===== src/rtl/stt_pkg.sv =====
// Shared types and constants for the source text tokenizer.
`default_nettype none

package stt_pkg;

	localparam int unsigned POSITION_BITS_DEFAULT = 16;
	localparam int unsigned RES_DEPTH = 4;

	typedef enum logic [2:0] {
		MODE_IDLE,
		MODE_OP,
		MODE_COMMENT,
		MODE_STRING,
		MODE_NUMBER,
		MODE_IDENT
	} mode_t;

	localparam logic [5:0] K_LEFT_PAREN    = 6'd0;
	localparam logic [5:0] K_RIGHT_PAREN   = 6'd1;
	localparam logic [5:0] K_LEFT_BRACE    = 6'd2;
	localparam logic [5:0] K_RIGHT_BRACE   = 6'd3;
	localparam logic [5:0] K_SEMICOLON     = 6'd4;
	localparam logic [5:0] K_COLON         = 6'd5;
	localparam logic [5:0] K_BANG_EQUAL    = 6'd6;
	localparam logic [5:0] K_BANG          = 6'd7;
	localparam logic [5:0] K_EQUAL_EQUAL   = 6'd8;
	localparam logic [5:0] K_EQUAL         = 6'd9;
	localparam logic [5:0] K_GREATER_EQUAL = 6'd10;
	localparam logic [5:0] K_GREATER       = 6'd11;
	localparam logic [5:0] K_LESS_EQUAL    = 6'd12;
	localparam logic [5:0] K_LESS          = 6'd13;
	localparam logic [5:0] K_PLUS_EQUAL    = 6'd14;
	localparam logic [5:0] K_PLUS          = 6'd15;
	localparam logic [5:0] K_MINUS_EQUAL   = 6'd16;
	localparam logic [5:0] K_MINUS         = 6'd17;
	localparam logic [5:0] K_SLASH_EQUAL   = 6'd18;
	localparam logic [5:0] K_COMMENT       = 6'd19;
	localparam logic [5:0] K_SLASH         = 6'd20;
	localparam logic [5:0] K_STAR_EQUAL    = 6'd21;
	localparam logic [5:0] K_STAR          = 6'd22;
	localparam logic [5:0] K_MODULO_EQUAL  = 6'd23;
	localparam logic [5:0] K_MODULO        = 6'd24;
	localparam logic [5:0] K_AND           = 6'd25;
	localparam logic [5:0] K_OR            = 6'd26;
	localparam logic [5:0] K_STRING        = 6'd27;
	localparam logic [5:0] K_EOF           = 6'd28;
	localparam logic [5:0] K_NUMBER        = 6'd29;
	localparam logic [5:0] K_IDENTIFIER    = 6'd30;
	localparam logic [5:0] K_FN            = 6'd31;
	localparam logic [5:0] K_RETURN        = 6'd32;

	localparam logic [1:0] ERR_NONE       = 2'd0;
	localparam logic [1:0] ERR_UNEXPECTED = 2'd1;
	localparam logic [1:0] ERR_UNTERM_STR = 2'd2;
	localparam logic [1:0] ERR_OVERFLOW   = 2'd3;

	localparam logic [47:0] WORD_FN     = 48'h0000_0000_666E;
	localparam logic [47:0] WORD_RETURN = 48'h7265_7475_726E;

	localparam logic [7:0] CH_NUL     = 8'h00;
	localparam logic [7:0] CH_NEWLINE = 8'h0A;
	localparam logic [7:0] CH_QUOTE   = 8'h22;
	localparam logic [7:0] CH_DOT     = 8'h2E;
	localparam logic [7:0] CH_UNDER   = 8'h5F;
	localparam logic [7:0] CH_AMP     = 8'h26;
	localparam logic [7:0] CH_BAR     = 8'h7C;
	localparam logic [7:0] CH_SLASH   = 8'h2F;
	localparam logic [7:0] CH_EQUAL   = 8'h3D;

	typedef struct packed {
		logic [5:0]  kind;
		logic [15:0] start;
		logic [15:0] length;
		logic [15:0] line;
		logic [1:0]  err;
		logic        last;
	} res_t;

endpackage

`default_nettype wire


===== src/rtl/source_text_tokenizer.sv =====
// Byte-serial lexer: one source byte in, up to two token words out.
//
//  channel | valid       | stall       | payload
//  --------+-------------+-------------+--------------------------------------------
//  byte    | byte_valid  | byte_stall  | in_byte
//  token   | token_valid | token_stall | token_kind token_start token_length
//          |             |             | line_number error_code last_result
//
// One byte is taken per cycle unless byte_stall is high. A byte is held in the input
// register, where the scan state is updated and its zero, one or two token words are
// written into a four-entry result queue, whose head word is shown on the token side.
// The byte side stalls while the queue has fewer than two free entries, so a run of
// bytes that each give two words is held to the rate at which words are taken.
// arst_n clears the scan state, the input register and the queue.
`default_nettype none

module source_text_tokenizer #(
	parameter int unsigned POSITION_BITS = stt_pkg::POSITION_BITS_DEFAULT
) (
	input  wire logic        clk,
	input  wire logic        arst_n,
	input  wire logic        byte_valid,
	output logic             byte_stall,
	input  wire logic [7:0]  in_byte,
	output logic             token_valid,
	input  wire logic        token_stall,
	output logic [5:0]       token_kind,
	output logic [15:0]      token_start,
	output logic [15:0]      token_length,
	output logic [15:0]      line_number,
	output logic [1:0]       error_code,
	output logic             last_result
);
	import stt_pkg::*;

	localparam int unsigned P = POSITION_BITS;
	localparam logic [P-1:0] POS_MAX = {P{1'b1}};
	localparam logic [P-1:0] POS_ONE = P'(1);
	localparam int unsigned PTR_W = $clog2(RES_DEPTH);
	localparam int unsigned CNT_W = $clog2(RES_DEPTH + 1);
	localparam logic [CNT_W-1:0] CNT_ROOM = CNT_W'(RES_DEPTH - 2);

	// scan state
	mode_t        mode_q;
	logic [P-1:0] pos_q;
	logic [P-1:0] start_q;
	logic [15:0]  line_q;
	logic [7:0]   op_q;
	logic [47:0]  kw_q;
	logic         dot_q;
	logic         halt_q;

	mode_t        mode_d;
	logic [P-1:0] pos_d;
	logic [P-1:0] start_d;
	logic [15:0]  line_d;
	logic [7:0]   op_d;
	logic [47:0]  kw_d;
	logic         dot_d;
	logic         halt_d;

	// input register
	logic       valid_s1;
	logic [7:0] byte_s1;

	// result queue
	res_t             fifo_q [RES_DEPTH];
	logic [PTR_W-1:0] wr_q;
	logic [PTR_W-1:0] rd_q;
	logic [CNT_W-1:0] cnt_q;

	res_t       res [2];
	logic [1:0] res_n;
	logic       consume;
	logic       pop;
	logic       byte_acc;

	function automatic logic [5:0] op_kind(input logic [7:0] p, input logic with_eq);
		logic [5:0] k;
		case (p)
			8'h21:   k = with_eq ? K_BANG_EQUAL : K_BANG;
			8'h3D:   k = with_eq ? K_EQUAL_EQUAL : K_EQUAL;
			8'h3E:   k = with_eq ? K_GREATER_EQUAL : K_GREATER;
			8'h3C:   k = with_eq ? K_LESS_EQUAL : K_LESS;
			8'h2B:   k = with_eq ? K_PLUS_EQUAL : K_PLUS;
			8'h2D:   k = with_eq ? K_MINUS_EQUAL : K_MINUS;
			8'h2F:   k = with_eq ? K_SLASH_EQUAL : K_SLASH;
			8'h2A:   k = with_eq ? K_STAR_EQUAL : K_STAR;
			default: k = with_eq ? K_MODULO_EQUAL : K_MODULO;
		endcase
		return k;
	endfunction

	function automatic logic is_digit(input logic [7:0] c);
		return (c >= 8'h30) && (c <= 8'h39);
	endfunction

	function automatic logic is_word(input logic [7:0] c);
		return ((c >= 8'h61) && (c <= 8'h7A)) || ((c >= 8'h41) && (c <= 8'h5A)) ||
			is_digit(c) || (c == CH_UNDER);
	endfunction

	function automatic res_t mk(input logic [5:0] kind, input logic [P-1:0] start,
		input logic [P-1:0] len, input logic [15:0] line, input logic [1:0] err);
		res_t r;
		r.kind   = kind;
		r.start  = 16'(start);
		r.length = 16'(len);
		r.line   = line;
		r.err    = err;
		r.last   = 1'b0;
		return r;
	endfunction

	assign consume    = valid_s1 && (cnt_q <= CNT_ROOM);
	assign byte_stall = valid_s1 && !consume;
	assign byte_acc   = byte_valid && !byte_stall;
	assign pop        = token_valid && !token_stall;

	always_comb begin
		logic [7:0]   c;
		logic         idle_go;
		logic         do_restart;
		logic [P-1:0] len;
		logic [5:0]   k;
		c          = byte_s1;
		idle_go    = 1'b0;
		do_restart = 1'b0;
		len        = pos_q - start_q;
		k          = K_IDENTIFIER;
		mode_d     = mode_q;
		pos_d      = pos_q;
		start_d    = start_q;
		line_d     = line_q;
		op_d       = op_q;
		kw_d       = kw_q;
		dot_d      = dot_q;
		halt_d     = halt_q;
		res[0]     = '0;
		res[1]     = '0;
		res_n      = 2'd0;

		if (halt_q) begin
			do_restart = (c == CH_NUL);
		end else if ((c != CH_NUL) && (pos_q == POS_MAX)) begin
			mode_d = MODE_IDLE;
			res[0] = mk(6'd0, POS_MAX, '0, line_q, ERR_OVERFLOW);
			res_n  = 2'd1;
			halt_d = 1'b1;
		end else begin
			case (mode_q)
				MODE_OP: begin
					if ((op_q == CH_AMP) || (op_q == CH_BAR)) begin
						mode_d = MODE_IDLE;
						if (c == op_q) begin
							res[0] = mk((op_q == CH_AMP) ? K_AND : K_OR, start_q,
								P'(2), line_q, ERR_NONE);
							pos_d  = pos_q + POS_ONE;
						end else begin
							res[0] = mk(6'd0, start_q, '0, line_q, ERR_UNEXPECTED);
							if (c == CH_NUL) do_restart = 1'b1;
							else halt_d = 1'b1;
						end
						res_n = 2'd1;
					end else if ((op_q == CH_SLASH) && (c == CH_SLASH)) begin
						mode_d = MODE_COMMENT;
						pos_d  = pos_q + POS_ONE;
					end else if (c == CH_EQUAL) begin
						res[0] = mk(op_kind(op_q, 1'b1), start_q, P'(2), line_q, ERR_NONE);
						res_n  = 2'd1;
						mode_d = MODE_IDLE;
						pos_d  = pos_q + POS_ONE;
					end else begin
						res[0]  = mk(op_kind(op_q, 1'b0), start_q, POS_ONE, line_q, ERR_NONE);
						res_n   = 2'd1;
						idle_go = 1'b1;
					end
				end
				MODE_COMMENT: begin
					if ((c == CH_NEWLINE) || (c == CH_NUL)) begin
						res[0]  = mk(K_COMMENT, start_q, '0, line_q, ERR_NONE);
						res_n   = 2'd1;
						idle_go = 1'b1;
					end else begin
						pos_d = pos_q + POS_ONE;
					end
				end
				MODE_STRING: begin
					if (c == CH_QUOTE) begin
						res[0] = mk(K_STRING, start_q, len, line_q, ERR_NONE);
						res_n  = 2'd1;
						mode_d = MODE_IDLE;
						pos_d  = pos_q + POS_ONE;
					end else if (c == CH_NUL) begin
						res[0]     = mk(6'd0, start_q, '0, line_q, ERR_UNTERM_STR);
						res_n      = 2'd1;
						do_restart = 1'b1;
					end else begin
						pos_d = pos_q + POS_ONE;
					end
				end
				MODE_NUMBER: begin
					if (dot_q) begin
						if (is_digit(c)) begin
							dot_d = 1'b0;
							pos_d = pos_q + POS_ONE;
						end else begin
							// the dot had no digit after it: close the number, flag the dot
							res[0] = mk(K_NUMBER, start_q, len - POS_ONE, line_q, ERR_NONE);
							res[1] = mk(6'd0, pos_q - POS_ONE, '0, line_q, ERR_UNEXPECTED);
							res_n  = 2'd2;
							mode_d = MODE_IDLE;
							dot_d  = 1'b0;
							if (c == CH_NUL) do_restart = 1'b1;
							else halt_d = 1'b1;
						end
					end else if (is_digit(c)) begin
						pos_d = pos_q + POS_ONE;
					end else if (c == CH_DOT) begin
						dot_d = 1'b1;
						pos_d = pos_q + POS_ONE;
					end else begin
						res[0]  = mk(K_NUMBER, start_q, len, line_q, ERR_NONE);
						res_n   = 2'd1;
						idle_go = 1'b1;
					end
				end
				MODE_IDENT: begin
					if (is_word(c)) begin
						if (len < P'(6)) kw_d = {kw_q[39:0], c};
						pos_d = pos_q + POS_ONE;
					end else begin
						if ((len == P'(2)) && (kw_q == WORD_FN)) k = K_FN;
						else if ((len == P'(6)) && (kw_q == WORD_RETURN)) k = K_RETURN;
						res[0]  = mk(k, start_q, len, line_q, ERR_NONE);
						res_n   = 2'd1;
						idle_go = 1'b1;
					end
				end
				default: idle_go = 1'b1;
			endcase
		end

		// between tokens; no earlier arm moved the position or the line
		if (idle_go) begin
			mode_d = MODE_IDLE;
			pos_d  = pos_q + POS_ONE;
			case (c) inside
				8'h28: res[res_n[0]] = mk(K_LEFT_PAREN, pos_q, POS_ONE, line_q, ERR_NONE);
				8'h29: res[res_n[0]] = mk(K_RIGHT_PAREN, pos_q, POS_ONE, line_q, ERR_NONE);
				8'h7B: res[res_n[0]] = mk(K_LEFT_BRACE, pos_q, POS_ONE, line_q, ERR_NONE);
				8'h7D: res[res_n[0]] = mk(K_RIGHT_BRACE, pos_q, POS_ONE, line_q, ERR_NONE);
				8'h3B: res[res_n[0]] = mk(K_SEMICOLON, pos_q, POS_ONE, line_q, ERR_NONE);
				8'h3A: res[res_n[0]] = mk(K_COLON, pos_q, POS_ONE, line_q, ERR_NONE);
				CH_NUL: begin
					res[res_n[0]] = mk(K_EOF, pos_q, '0, line_q, ERR_NONE);
					do_restart    = 1'b1;
				end
				[8'h09:8'h0D], 8'h20: begin
					if ((c == CH_NEWLINE) && (line_q != 16'hFFFF)) line_d = line_q + 16'd1;
				end
				8'h21, 8'h3D, 8'h3E, 8'h3C, 8'h2B, 8'h2D, 8'h2F, 8'h2A, 8'h25,
				CH_AMP, CH_BAR: begin
					mode_d  = MODE_OP;
					op_d    = c;
					start_d = pos_q;
				end
				CH_QUOTE: begin
					mode_d  = MODE_STRING;
					start_d = pos_q + POS_ONE;
				end
				[8'h30:8'h39]: begin
					mode_d  = MODE_NUMBER;
					dot_d   = 1'b0;
					start_d = pos_q;
				end
				[8'h41:8'h5A], [8'h61:8'h7A], CH_UNDER: begin
					mode_d  = MODE_IDENT;
					kw_d    = {40'd0, c};
					start_d = pos_q;
				end
				default: begin
					res[res_n[0]] = mk(6'd0, pos_q, '0, line_q, ERR_UNEXPECTED);
					pos_d         = pos_q;
					halt_d        = 1'b1;
				end
			endcase
			// every arm but whitespace and the start of a multi-byte lexeme gives a word
			case (c) inside
				[8'h09:8'h0D], 8'h20, 8'h21, 8'h3D, 8'h3E, 8'h3C, 8'h2B, 8'h2D, 8'h2F,
				8'h2A, 8'h25, CH_AMP, CH_BAR, CH_QUOTE, [8'h30:8'h39], [8'h41:8'h5A],
				[8'h61:8'h7A], CH_UNDER: ;
				default: res_n = res_n + 2'd1;
			endcase
		end

		if (do_restart) begin
			mode_d  = MODE_IDLE;
			pos_d   = '0;
			start_d = '0;
			line_d  = 16'd1;
			op_d    = '0;
			kw_d    = '0;
			dot_d   = 1'b0;
			halt_d  = 1'b0;
		end

		if (res_n == 2'd2) res[1].last = 1'b1;
		else res[0].last = 1'b1;
	end

	always_ff @(posedge clk or negedge arst_n) begin
		if (!arst_n) begin
			mode_q   <= MODE_IDLE;
			pos_q    <= '0;
			start_q  <= '0;
			line_q   <= 16'd1;
			op_q     <= '0;
			kw_q     <= '0;
			dot_q    <= 1'b0;
			halt_q   <= 1'b0;
			valid_s1 <= 1'b0;
			wr_q     <= '0;
			rd_q     <= '0;
			cnt_q    <= '0;
		end else begin
			if (byte_acc) valid_s1 <= 1'b1;
			else if (consume) valid_s1 <= 1'b0;
			if (consume) begin
				mode_q  <= mode_d;
				pos_q   <= pos_d;
				start_q <= start_d;
				line_q  <= line_d;
				op_q    <= op_d;
				kw_q    <= kw_d;
				dot_q   <= dot_d;
				halt_q  <= halt_d;
				wr_q    <= wr_q + PTR_W'(res_n);
			end
			if (pop) rd_q <= rd_q + PTR_W'(1);
			cnt_q <= cnt_q + (consume ? CNT_W'(res_n) : '0) - CNT_W'(pop);
		end
	end

	always_ff @(posedge clk) begin
		if (byte_acc) byte_s1 <= in_byte;
		if (consume) begin
			if (res_n != 2'd0) fifo_q[wr_q] <= res[0];
			if (res_n == 2'd2) fifo_q[wr_q + PTR_W'(1)] <= res[1];
		end
	end

	// hold the head word until it is taken
	assign token_valid  = (cnt_q != '0);
	assign token_kind   = fifo_q[rd_q].kind;
	assign token_start  = fifo_q[rd_q].start;
	assign token_length = fifo_q[rd_q].length;
	assign line_number  = fifo_q[rd_q].line;
	assign error_code   = fifo_q[rd_q].err;
	assign last_result  = fifo_q[rd_q].last;

endmodule

`default_nettype wire


===== config.mk =====
export PLATFORM = sky130hd
export DESIGN_NAME = source_text_tokenizer
export DESIGN_NICKNAME = d
export VERILOG_FILES = /design/src/rtl/stt_pkg.sv /design/src/rtl/source_text_tokenizer.sv
export SDC_FILE = /design/constraint.sdc
export NUM_CORES = 1
export LEC_CHECK = 0
export BUFFER_PORTS_ARGS = -buffer_cell sky130_fd_sc_hd__buf_2
export CAP_MARGIN = 20
export CORE_MARGIN = 2
export CORE_UTILIZATION = 44
export CTS_BUF_LIST = sky130_fd_sc_hd__clkbuf_2
export DETAILED_ROUTE_END_ITERATION = 10
export RECOVER_POWER = 25
export SYNTH_ARGS = -nofsm -noshare
export SYNTH_HDL_FRONTEND = slang
export SYNTH_SLANG_ARGS = --single-unit

===== constraint.sdc =====
create_clock -name clk -period 15.3 [get_ports clk]
set_input_delay 1.53 -clock clk [delete_from_list [all_inputs] [get_ports clk]]
set_output_delay 1.53 -clock clk [all_outputs]
set_load 0.02 [all_outputs]

==> results.cfg <==
[worst_setup_path]
crit_chain = nor4_1 > nand3_1 > nand3_1 > nand2_1 > a21oi_1 > and3_1 > nor2_4 > clkbuf_1 > a211oi_4 > buf_4
crit_top_cell = nand3_1
r2r_setup_slack_ns = 7.28
crit_type = register to register
critPathMaxStageDelay_ns = 1.18
cp.arrival_ns = 8.71
slowest_stage = a211oi_4
endpoint_kind = register
critPathRequiredTime_ns = 15.99
path_max_fanout = 68
r2r-start = byte_s1[4]
crit_start = byte_s1[4]
crit_path_start_kind = register

[finish]
final_nets = 1917
multi_input_area_sq_um = 8860
layout-drive-gt1-share = 0.174
seqCellArea_sq_um = 10000
final_area_sq_um = 21200
area_growth_pct = 8.51
nFillCells = 4089
fin_util = 0.482

[cts]
cts_max_level = 3
numCtsBuffers = 93
cts_resized = 0
clk_latency_ns = 1.11
clk_pin_slew_ns = 0.11
cts_tree = yes
clock-root-buffer = clkbuf_2
cts_sinks = 353
hold_buffers = 0
clockBufferDepth = 3
post_cts_buffers = 0

[synthesis]
yosys.area.top_type = edfxtp_1
synth_top_area_share = 0.362
syn_avg_cell_area_sq_um = 10.8
synth_seq_area_share = 0.512
async_reset_ff_frac = 0.331
syn_inst = 1819
synth-main-ff-cell = edfxtp_1
synth_cell_types = 94
ys_ff_latch = 353
synth_area_leaders = edfxtp_1, dfrtp_1, mux4_2
synth_edf_count = 236
synth_warnings = 0
syn_area_sq_um = 19600
syn_nets = 1860

[hold_path]
hp-class = register to register
min_from = cnt_q[2]

[routing]
viasPerCell = 5.86
drtIter0Drc = 1371
drt-wirelength-per-cell_um = 21.5
finalWirelength_mm = 54.6
remaining_drc_errors = 0
vias = 14900
antenna_left = 0
firstDrtPassIters = 6

[timing]
fin_tns_setup_ns = 0
relSlewSlack = -1.17
tightest_slew_ns = 3.26
setup_viol = 0
slew_violations = 229
min_period_over_period = 0.524
hold_viol = 0
rsz0062_at_grt = false
finClkSkew_ns = 0.0948
fmax_mhz = 125
min_period_ns = 8.02

[outcome]
violations = max-capacitance violations, max-slew violations
status = finished with violations

[flow_run]
max_cap_viol_count = 5

[placement]
place.gp.congestion = 1.01
dp_hpwl_mm = 37.6
io_buffers = 70
place_area_sq_um = 20400

[grt]
grt_overflow = 0
grt_pass1_vias = 14400
grt_max_degree = 69
antenna_found_initial = 3
grtUsageTotal = 0.239
grt_first_pass_wirelength_mm = 85.3

[die]
die_area_sq_um = 46200
core_area_sq_um = 44000
num_rows = 77
initial_core_util = 0.445
die_h_um = 215
pin_count = 71
die_x_um = 215

[power_and_ir_drop]
power-per-cell-area_nw_per_um2 = 148
max-vdd-ir-drop_uv = 120
power_uw = 3150
p_leak_uw = 0.00816
## Yosys cell counts (all sizes together) (6+ instances only)
cell and number:
xnor2 44, or4 6, a21oi 131, ha 27
or3 11, a221o 13, nand4 28, buf 59
and3 26, edfxtp 236, o31ai 18, dfrtp 116
a21o 14, mux4 57, and2 13, nand4b 6
a22o 51, xor2 17, inv 41, nand3 45
mux2i 8, nor4b 6, nor4 19, and4 9
nand2 109, or2 9, a211oi 14, o22ai 6
o211ai 10, mux2 11, a31oi 7, nor2 245
o21ai 109, nand3b 6, nand2b 24, nor2b 70
a21boi 7, nor3 41, clkbuf 77
## cell families after synthesis
group,after synthesis,synth area share
flops,353,0.512
fa+ha+maj,29,0.0193
compound gates,436,0.148
buf+inv,177,0.0380
xor+xnor,61,0.0273
mux,76,0.0760
simple gates,687,0.179
## power breakdown
part / total [uW] / switching (uW) / internal [uW]
combinational: 1210 / 773 / 439
clock: 713 / 404 / 309
sequential: 1220 / 113 / 1110
## final timing paths
check | end | cells after the start
min in group asynchronous | pos_q[5] | 1
hold reg to reg | cnt_q[2] | 1
max in group asynchronous | kw_q[22] | 3
setup / recovery | fifo_q[3][3] | 10
setup reg to reg | fifo_q[3][3] | 10
hold / removal | cnt_q[2] | 1
## placed cells by master (no fill, tap or decap), types with 7 or more instances in the layout
cell type,netlist,routed
a211oi_1,12,11
xor2_1,17,17
clkbuf_2,0,136
buf_2,46,55
nor2b_1,70,70
nand2b_1,24,24
a22o_1,51,51
xnor2_1,44,44
or2_2,8,8
edfxtp_1,236,236
o21ai_0,103,104
nor2_1,244,243
a21oi_1,126,129
a221o_1,13,13
and2_1,13,11
a21o_1,14,14
mux4_2,57,57
nor4_1,14,15
dfrtp_1,116,115
nand2_1,109,109
o211ai_1,10,10
and4_1,9,9
nand4_1,28,28
or3_1,11,11
ha_1,27,27
inv_1,40,40
mux2_2,11,10
nor3_1,40,39
mux2i_1,8,8
nand3_1,45,45
o31ai_1,16,15
clkinv_1,0,16
and3_1,25,25
a31oi_1,7,7
clkbuf_1,77,19
buf_4,0,23
## per-layer routing
layer,track usage,vias up,part of all wire
met5,0,-,0
met4,0.0692,0,0.020
li1,-,6945,-
met2,0.372,530,0.47
met1,0.336,7346,0.44
met3,0.0536,80,0.073
## registers in the layout, indices dropped and copies added (netlist names)
| name | flops |
|---|---|
| byte_s1 | 8 |
| cnt_q | 3 |
| dot_q | 1 |
| fifo_q | 228 |
| halt_q | 1 |
| kw_q | 48 |
| line_q | 16 |
| mode_q | 3 |
| op_q | 8 |
| pos_q | 16 |
| rd_q | 2 |
| start_q | 16 |
| valid_s1 | 1 |
| wr_q | 2 |
## cell type report
class	count	area share
diodes	2	0.000236
clock buffers	136	0.0320
clock inverters	30	0.0114
inverters	41	0.00725
multi-input cells	1289	0.417
flip-flops and latches	353	0.472
well taps	592	0.0349
repair buffers	98	0.0254
## worst max-delay path: cells and delay by family (launching register included)
kind                   cells  cell delay (ns)
AND/OR/NAND/NOR            6             2.91
AO/OA/AOI/OAI              2             2.30
buffers and inverters      2             1.81
flip-flops                 1             0.58
## through the flow
step                std cells  setup WS (ns)  hold slack (ns)
finish                   2541           7.28            0.499
CTS                      2538           9.52            0.264
detailed placement       2372           9.46            0.485
floorplan                1819           3.14            0.460
global route             2541           6.69            0.509
global placement         2372           9.59            0.484
Note: power is estimated with default switching activity, not from simulation.
